[src/sv/sgm_pkg.sv]
`timescale 1ns / 1ps
`default_nettype none

package sgm_pkg;

  // Width used for the frame dimension end compares; covers dimensions up to 8191.
  localparam int DIM_W = 13;
  localparam int CFG_W = 11;
  localparam int CFG_INDEX_W = 1;
  localparam int SUM_W = 17;

  localparam logic [CFG_INDEX_W-1:0] REG_IMAGE_WIDTH = 1'b0;
  localparam logic [CFG_INDEX_W-1:0] REG_IMAGE_HEIGHT = 1'b1;

  localparam logic [CFG_W-1:0] IMAGE_WIDTH_RESET = 11'd640;
  localparam logic [CFG_W-1:0] IMAGE_HEIGHT_RESET = 11'd480;

  typedef struct packed {
    logic [7:0] pixel;
    logic       frame_start;
  } pixel_t;

  typedef struct packed {
    logic [7:0] magnitude;
    logic [9:0] center_x;
    logic [9:0] center_y;
    logic       frame_last;
  } result_t;

  typedef enum logic [2:0] {
    ST_IDLE,
    ST_READ,
    ST_WINDOW,
    ST_GRAD,
    ST_SQUARE,
    ST_ROOT,
    ST_EMIT
  } state_t;

  typedef struct packed {
    logic accept;
    logic window_load;
    logic grad_load;
    logic square_load;
    logic root_step;
    logic emit_load;
  } cmd_t;

  typedef struct packed {
    logic produce;
    logic root_last;
    logic out_free;
  } status_t;

  // Last usable index of a dimension after clamping the register to 3..hi.
  function automatic logic [DIM_W-1:0] dim_last(input logic [CFG_W-1:0] v,
                                                input logic [DIM_W-1:0] hi);
    logic [DIM_W-1:0] ve;
    ve = DIM_W'(v);
    if (ve < DIM_W'(3)) begin
      return DIM_W'(2);
    end
    if (ve > hi) begin
      return hi - DIM_W'(1);
    end
    return ve - DIM_W'(1);
  endfunction

endpackage

`default_nettype wire

[src/sv/sgm_ctrl.sv]
`timescale 1ns / 1ps
`default_nettype none

module sgm_ctrl (
  input  wire logic            clk,
  input  wire logic            rst,
  input  wire logic            pixel_valid,
  output logic                 pixel_stall,
  input  wire sgm_pkg::status_t status,
  output sgm_pkg::cmd_t        cmd
);

  sgm_pkg::state_t state, state_next;

  always_ff @(posedge clk) begin
    if (rst) begin
      state <= sgm_pkg::ST_IDLE;
    end else begin
      state <= state_next;
    end
  end

  always_comb begin
    state_next = state;
    case (state)
      sgm_pkg::ST_IDLE: begin
        if (pixel_valid) begin
          state_next = sgm_pkg::ST_READ;
        end
      end
      sgm_pkg::ST_READ:   state_next = sgm_pkg::ST_WINDOW;
      sgm_pkg::ST_WINDOW: begin
        state_next = status.produce ? sgm_pkg::ST_GRAD : sgm_pkg::ST_IDLE;
      end
      sgm_pkg::ST_GRAD:   state_next = sgm_pkg::ST_SQUARE;
      sgm_pkg::ST_SQUARE: state_next = sgm_pkg::ST_ROOT;
      sgm_pkg::ST_ROOT: begin
        if (status.root_last) begin
          state_next = sgm_pkg::ST_EMIT;
        end
      end
      sgm_pkg::ST_EMIT: begin
        if (status.out_free) begin
          state_next = sgm_pkg::ST_IDLE;
        end
      end
      default: state_next = sgm_pkg::ST_IDLE;
    endcase
  end

  always_comb begin
    cmd = '0;
    pixel_stall = 1'b1;
    case (state)
      sgm_pkg::ST_IDLE: begin
        pixel_stall = 1'b0;
        cmd.accept = pixel_valid;
      end
      sgm_pkg::ST_READ:   ;
      sgm_pkg::ST_WINDOW: cmd.window_load = 1'b1;
      sgm_pkg::ST_GRAD:   cmd.grad_load = 1'b1;
      sgm_pkg::ST_SQUARE: cmd.square_load = 1'b1;
      sgm_pkg::ST_ROOT:   cmd.root_step = 1'b1;
      sgm_pkg::ST_EMIT:   cmd.emit_load = status.out_free;
      default:            ;
    endcase
  end

endmodule

`default_nettype wire

[config.mk]
export PLATFORM = sky130hd
export DESIGN_NAME = sgm_ctrl
export DESIGN_NICKNAME = d
export VERILOG_FILES = /design/src/sv/sgm_pkg.sv /design/src/sv/sgm_ctrl.sv
export SDC_FILE = /design/constraint.sdc
export NUM_CORES = 1
export LEC_CHECK = 0
export BUFFER_PORTS_ARGS = -buffer_cell sky130_fd_sc_hd__buf_4
export CAP_MARGIN = 5
export CORE_AREA = 2 2 39 41
export CTS_CLUSTER_SIZE = 24
export DETAILED_ROUTE_END_ITERATION = 16
export DIE_AREA = 0 0 41 43
export PLACE_DENSITY = 0.51
export SLEW_MARGIN = 10
export SYNTH_ARGS = -nofsm -noshare
export SYNTH_HDL_FRONTEND = slang
export SYNTH_SLANG_ARGS = --single-unit
[constraint.sdc]
create_clock -name clk -period 3.26 [get_ports clk]
set_clock_uncertainty 0.2 [all_clocks]
set_input_delay 0.489 -clock clk [delete_from_list [all_inputs] [get_ports clk]]
set_output_delay 0.489 -clock clk [all_outputs]
set_load 0.01 [all_outputs]
==> results of run 1 <==
through the flow:
step	utilization	std cells	instance area [sq um]	power, W
after global placement	0.252	55	349	0.000127
after global routing	0.271	59	375	0.000208
final	0.271	59	375	0.000194
after CTS	0.271	59	375	0.000196
after floorplan	-	30	256	0.000104
after detailed placement	0.252	55	349	0.000128
cells in the mapped netlist (all sizes together):
| cell type | count |
|---|---|
| a311oi | 2 |
| nor3b | 3 |
| nand2 | 3 |
| buf | 3 |
| or3 | 2 |
| o221a | 1 |
| nor2 | 2 |
| nand3b | 1 |
| or2 | 1 |
| o2bb2ai | 1 |
| dfxtp | 3 |
| nand2b | 2 |
| a21oi | 2 |
| and3b | 1 |
| a211oi | 1 |
| inv | 1 |
| nand4bb | 1 |
report_power, final:
part	total (W)	internal [W]	leakage, nW	switching (W)
combinational	0.0000673	0.0000410	0.115	0.0000263
sequential	0.0000590	0.0000427	0.0247	0.0000163
clock	0.0000673	0.0000460	0.0150	0.0000213
final timing paths:
path | cells past startpoint | to | slack (ns)
setup reg to reg | 3 | state[1] | 1.68
hold reg to reg | 2 | state[2] | 0.46
setup / recovery | 3 | cmd[5] | 1.27
hold / removal | 2 | state[1] | 0.24
critical path: cells and delay by family (launching register included):
kind	cells	cell delay, ns
AND/OR/NAND/NOR	2	0.53
buffers and inverters	1	0.12
flip-flops	1	0.40
layout make-up:
type                    count  area (sq um)
fillers                   156          1010
multi-input cells          23           175
repair buffers             12          90.1
flip-flops and latches      3          60.1
clock buffers               4          26.3
well taps                  16          20.0
inverters                   1          3.75
per-layer routing:
metal,vias up,wire length [um]
li1,137,-
met1,127,282
met4,0,0
met3,0,34
met5,-,0
met2,7,290
logic make-up (layout without fill, tap and decap cells):
| logic type | Yosys count | after routing | share of synthesized area |
|---|---|---|---|
| compound gates | 7 | 7 | 0.273 |
| flops | 3 | 3 | 0.234 |
| buf+inv | 4 | 17 | 0.0829 |
| simple gates | 16 | 16 | 0.410 |
==> results.json, run 1 <==
{
  "grt_use_met3": 0.0314,
  "drt-total-wl_um": 608,
  "synth_top_area_frac": 0.234,
  "hold_viol_final": 0,
  "end_kind": "output pin",
  "postCtsHoldBufs": 0,
  "place_congestion": 0.704,
  "vias_per_cell": 4.59,
  "met2_usage": 0.103,
  "num_rows": 14,
  "antenna_found_initial": 0,
  "peakVddDrop_mv": 0.147,
  "overflow": 0,
  "antenna_cells": 0,
  "htreeDepth": 1,
  "portBuffers": 12,
  "post_drt_wl_per_cell_um": 10.3,
  "largest_reg_flops": 3,
  "dr.pass1.iters": 3,
  "cts_sinks": 3,
  "cts_tree": "built",
  "ys_ff_latch": 3,
  "timing.fmax_ghz": 0.504,
  "synth-warning-count": 0,
  "max-cap-violations": 0,
  "whs_ns": 0.237,
  "top_register": "state",
  "hold_class": "in -> reg",
  "final.period_utilization": 0.609,
  "power.density_nw_per_um2": 516,
  "drive_gt1_frac": 0.442,
  "tns_ns": 0,
  "crit_start": "state[2]",
  "nets": 50,
  "dieHeight_um": 43,
  "holdCritStartpoint": "rst",
  "vias": 271,
  "yosysSeqAreaShare": 0.234,
  "layout_commonest_cell": "buf_4",
  "netlist_top_cells_area": "dfxtp_1 23%, nor3b_1 8.8%, o221a_4 7.8%, a311oi_2 5.9%, nand2b_1 4.9%",
  "crit_chain": "or3_4 > nor2_1 > buf_4",
  "synth_area_per_cell_sq_um": 8.55,
  "p_leak_nw": 0.155,
  "yosysTopAreaCell": "dfxtp_1",
  "ant_nets": 0,
  "syn-cell-area_sq_um": 256,
  "rsz0062_at_grt": "no",
  "slowest_delay_ns": 0.44,
  "area_growth_syn_to_layout_pct": 46.3,
  "top_usage_layer": "met4",
  "worstReg2RegStart": "state[2]",
  "worstMarginPinSlew_ns": 0.382,
  "cts_buffer_depth": 2,
  "clk_pin_slew_ns": 0.04,
  "worst-setup-path-type": "reg -> out",
  "drt_iter0_drc": 1,
  "netlist_instances": 30,
  "fin_crit_ns": 1.99,
  "arrival_ns": 1.30,
  "cts_buffers": 3,
  "largest_registers": "state: 3 flops",
  "setup_viol": 0,
  "clkLatencyLatePin_ns": 0.24,
  "cts_resized": 0,
  "dieArea_sq_um": 1760,
  "grtUsageMet1": 0.0958,
  "design.core.area_sq_um": 1380,
  "grt_use_total": 0.0872,
  "drv_slew": 0,
  "start_util": 0.185,
  "max_slew_margin": 0.745,
  "postCtsSetupBuffers": 0,
  "dieWidth_um": 41,
  "final_cell_mix": "12 x buf_4, 3 x nor3b_1, 3 x nand2_1, 3 x clkbuf_4, 3 x dfxtp_1",
  "pre_cts_ws_ns": 1.54,
  "drcViolationCount": 0,
  "yosysUniqueCellTypes": 20,
  "grt_pass1_wl_um": 945,
  "cp_data_required_time_ns": 2.57,
  "boundaryPins": 13,
  "grt_pass1_vias": 226,
  "setup_slack_ns": 1.27,
  "cp-start-kind": "flip-flop",
  "cts_root_buffer": "clkbuf_4",
  "status": "complete, no violations",
  "cp_max_fo": 12,
  "slowest_stage": "or3_4",
  "grt_max_degree": 14,
  "syn_nets": 36
}
No activity file was read; power rests on OpenSTA's default activity.
==> run 2, diff against run 1 <==
Clock period 3.26 ns to 2.1 ns, I/O delays scaled along.
==> run 2 against run 1 <==
First-iteration DRC count rose to 4.0 times the previous value; critical path type unchanged; global-route usage up 0.62 points; sequential share of layout area unchanged; combinational power up 55%; flip-flop and latch count unchanged; via count down 1.1%; critical path depth unchanged; largest cell class unchanged.
==> results.json, run 2 (synthesis results as in run 1) <==
{
  "grt_max_degree": 14,
  "worstMarginPinSlew_ns": 0.384,
  "r2r_end": "state[1]",
  "slowest_delay_ns": 0.44,
  "timing.fmax_ghz": 0.556,
  "dr.pass1.iters": 4,
  "clk_pin_slew_ns": 0.04,
  "htreeDepth": 1,
  "end_kind": "output pin",
  "portBuffers": 12,
  "setup_slack_ns": 0.300,
  "vias": 268,
  "p_leak_nw": 0.155,
  "top_register": "state",
  "antenna_cells": 0,
  "place_hpwl_um": 415,
  "peakVddDrop_mv": 0.153,
  "cts_buffer_depth": 2,
  "cts_buffers": 3,
  "cts_root_buffer": "clkbuf_4",
  "dieWidth_um": 41,
  "swShare": 0.327,
  "postLayoutCoreUtil": 0.271,
  "worstReg2RegStart": "state[2]",
  "r2r_slack_ns": 0.53,
  "start_util": 0.185,
  "max_slew_margin": 0.743,
  "cp_max_fo": 12,
  "path_delay_family": "simple AND/OR/NAND/NOR gates",
  "drive_gt1_frac": 0.442,
  "cts_sinks": 3,
  "drt-total-wl_um": 587,
  "layout_commonest_cell": "buf_4",
  "drt_iter0_drc": 4,
  "dp.cells": 55,
  "cts_resized": 0,
  "pwr-share-clk": 0.345,
  "grt_use_total": 0.0934,
  "cts_tree": "built",
  "ant_nets": 0,
  "overflow": 0,
  "design.core.area_sq_um": 1380,
  "p_int_w": 0.000201,
  "place_congestion": 0.677,
  "status": "complete, no violations",
  "crit_chain": "or3_4 > nor2_1 > buf_4",
  "drv_slew": 0,
  "power.density_nw_per_um2": 796,
  "drcViolationCount": 0,
  "dieArea_sq_um": 1760,
  "hold_viol_final": 0,
  "arrival_ns": 1.29,
  "p_comb_frac": 0.348,
  "largest_reg_flops": 3,
  "fin_cells": 59,
  "fin_crit_ns": 1.80,
  "antenna_found_initial": 0,
  "largest_registers": "state: 3 flops",
  "final.period_utilization": 0.857,
  "clkLatencyLatePin_ns": 0.23,
  "critPathBufInv": 1,
  "area_growth_syn_to_layout_pct": 46.3,
  "vias_per_cell": 4.54,
  "hold_class": "in -> reg",
  "cp.depth": 3,
  "cp_data_required_time_ns": 1.58,
  "rsz0062_at_grt": "no",
  "cp-start-kind": "flip-flop",
  "grt_pass1_wl_um": 1060,
  "boundaryPins": 13,
  "cp-endpoint": "cmd[5]",
  "p_switching_w": 0.0000976,
  "report.power.total_w": 0.000299,
  "postCtsSetupBuffers": 0,
  "slowest_stage": "or3_4",
  "post_drt_wl_per_cell_um": 9.95,
  "worst-setup-path-type": "reg -> out",
  "setup_viol": 0,
  "tns_ns": 0,
  "dieHeight_um": 43,
  "grt_pass1_vias": 263,
  "num_rows": 14,
  "nets": 50,
  "max-cap-violations": 0,
  "crit_start": "state[2]",
  "postCtsHoldBufs": 0,
  "final_cell_mix": "12 x buf_4, 3 x nor3b_1, 3 x nand2_1, 3 x clkbuf_4, 3 x dfxtp_1",
  "r2r_cells": 3,
  "p_seq_frac": 0.307,
  "pre_cts_ws_ns": 0.538
}
## run 2: cell counts in the layout (fill, tap and decap cells not counted)
Identical to the previous run, type by type.
## run 2: power by group through the flow
stage          logic (W)  clock network, W  registers, W
5_1_grt         0.000120          0.000111     0.0000948
4_1_cts         0.000105          0.000107     0.0000914
3_3_place_gp    0.000105                 0     0.0000927
2_1_floorplan  0.0000892                 0     0.0000721
6_report        0.000104          0.000103     0.0000917
3_5_place_dp    0.000105                 0     0.0000921
## run 2: stage by stage
stage	area, sq um	hold slack [ns]
final	375	0.0698
after global routing	375	0.0770
after CTS	375	0.0656
after detailed placement	349	0.314
after global placement	349	0.311
after floorplan	256	0.183
## run 2: metal layers
layer	vias to the layer above	global-route usage	share of wire
li1	136	-	-
met1	121	0.106	0.46
met2	9	0.122	0.48
met3	2	0.0314	0.032
met4	0	0.100	0.032
met5	-	0	0
## run 2: cell type report
type                       instances  area (sq um)
clock buffer                       4          26.3
timing repair buffer              12          90.1
tap                               16          20.0
multi-input combinational         23           175
sequential                         3          60.1
inverter                           1          3.75
fill                             156          1010
## run 2: worst min path at each step
stage | startpoint | endpoint | slack [ns] | cells after the start
final | rst | state[1] | 0.07 | 2
after global routing | rst | state[1] | 0.08 | 2
after CTS | rst | state[1] | 0.07 | 2
after detailed placement | rst | state[1] | 0.31 | 2
after global placement | rst | state[1] | 0.31 | 2
after floorplan | rst | state[1] | 0.18 | 1
## run 2: worst register-to-register path, cell delays in order (launching register included)
cell      delay (ns)
dfxtp_1         0.40
or3_4           0.44
o221a_4         0.27
a311oi_2        0.18
==> run 3, diff against run 2 <==
Clock period 2.1 ns to 1.8 ns, I/O delays scaled along.
==> run 3 against run 2 <==
Global-route usage fell by 1.2 points; utilization grew 0.27 points; non-clock buffer count is the same; critical path type unchanged; largest power group unchanged.
==> results.json, run 3 (synthesis results as in run 1) <==
{
  "start_util": 0.185,
  "design.core.area_sq_um": 1380,
  "grt_pass1_vias": 232,
  "p_leak_nw": 0.156,
  "portBuffers": 12,
  "grt_pass1_wl_um": 848,
  "hold_viol_final": 0,
  "worstMarginPinSlew_ns": 0.235,
  "cp-start-kind": "flip-flop",
  "dieWidth_um": 41,
  "post_drt_wl_per_cell_um": 9.98,
  "status": "complete, no violations",
  "antenna_found_initial": 0,
  "cts_tree": "built",
  "cts_root_buffer": "clkbuf_4",
  "cts_buffer_depth": 2,
  "overflow": 0,
  "max-cap-violations": 0,
  "cp_max_fo": 12,
  "drt_iter0_drc": 5,
  "boundaryPins": 13,
  "largest_registers": "state: 3 flops",
  "cts_resized": 0,
  "drive_gt1_frac": 0.512,
  "cts_buffers": 3,
  "dr.pass1.iters": 2,
  "nets": 50,
  "tns_ns": 0,
  "report.power.total_w": 0.000350,
  "antenna_cells": 0,
  "final_cell_mix": "12 x buf_4, 3 x nor3b_1, 3 x nand2_1, 3 x clkbuf_4, 3 x dfxtp_2",
  "hold_class": "in -> reg",
  "rsz0062_at_grt": "no",
  "max_slew_margin": 0.843,
  "htreeDepth": 1,
  "final.period_utilization": 0.944,
  "power.density_nw_per_um2": 922,
  "place_congestion": 0.692,
  "area_growth_syn_to_layout_pct": 47.8,
  "worstReg2RegStart": "state[2]",
  "clkLatencyLatePin_ns": 0.23,
  "cp_data_required_time_ns": 1.33,
  "postCtsHoldBufs": 0,
  "drt-total-wl_um": 589,
  "num_rows": 14,
  "grt_max_degree": 14,
  "crit_start": "state[2]",
  "drcViolationCount": 0,
  "whs_ns": 0.0190,
  "ant_nets": 0,
  "end_kind": "output pin",
  "timing.fmax_ghz": 0.589,
  "drv_slew": 0,
  "vias_per_cell": 4.47,
  "arrival_ns": 1.23,
  "vias": 264,
  "worst-setup-path-type": "reg -> out",
  "placed_cell_area_sq_um": 349,
  "holdCritStartpoint": "rst",
  "clk_pin_slew_ns": 0.04,
  "postCtsSetupBuffers": 0,
  "fin_crit_ns": 1.70,
  "setup_viol": 0,
  "dieArea_sq_um": 1760,
  "largest_reg_flops": 3,
  "cts_sinks": 3,
  "grt_use_total": 0.0812,
  "layout_commonest_cell": "buf_4",
  "dieHeight_um": 43,
  "fin_area_sq_um": 379,
  "top_register": "state",
  "peakVddDrop_mv": 0.263
}
-- run 3: cell count changes in the layout (fill, tap and decap cells not counted) --
cell,delta
dfxtp_1,-3
dfxtp_2,+3
-- run 3: per-stage QoR --
| stage | instances | utilization | worst slack, ns |
|---|---|---|---|
| 4_1_cts | 59 | 0.271 | 0.0452 |
| 3_5_place_dp | 55 | 0.252 | 0.246 |
| 3_3_place_gp | 55 | 0.252 | 0.253 |
| 5_1_grt | 59 | 0.274 | 0.0481 |
| 2_1_floorplan | 30 | - | 0.334 |
| 6_report | 59 | 0.274 | 0.101 |
-- run 3: critical path, stage by stage, from the launching register on --
cell	delay, ns
dfxtp_2	0.37
or3_4	0.41
nor2_1	0.09
buf_4	0.12
-- run 3: final timing paths --
| kind | cells past startpoint | slack, ns | end |
|---|---|---|---|
| min | 2 | 0.02 | state[1] |
| max | 3 | 0.10 | cmd[5] |
| max reg2reg | 3 | 0.28 | state[1] |
| min reg2reg | 1 | 0.37 | state[2] |
-- run 3: area by class of cell --
class / instances / area (sq um)
fillers: 164 / 1000
clock buffers: 4 / 26.3
flip-flops and latches: 3 / 63.8
multi-input cells: 23 / 175
repair buffers: 12 / 90.1
inverters: 1 / 3.75
well taps: 16 / 20.0
-- run 3: routing by layer --
layer,routed length [um],GRT usage,vias to the layer above,part of all wire
met5,0,0,-,0
li1,-,-,138,-
met2,304,0.109,9,0.52
met4,14,0.120,0,0.024
met3,40,0.0314,2,0.068
met1,229,0.0705,115,0.39
-- run 3: power breakdown --
group / switching [W] / internal (W)
logic: 0.0000470 / 0.0000743
registers: 0.0000290 / 0.0000800
clock network: 0.0000362 / 0.0000832
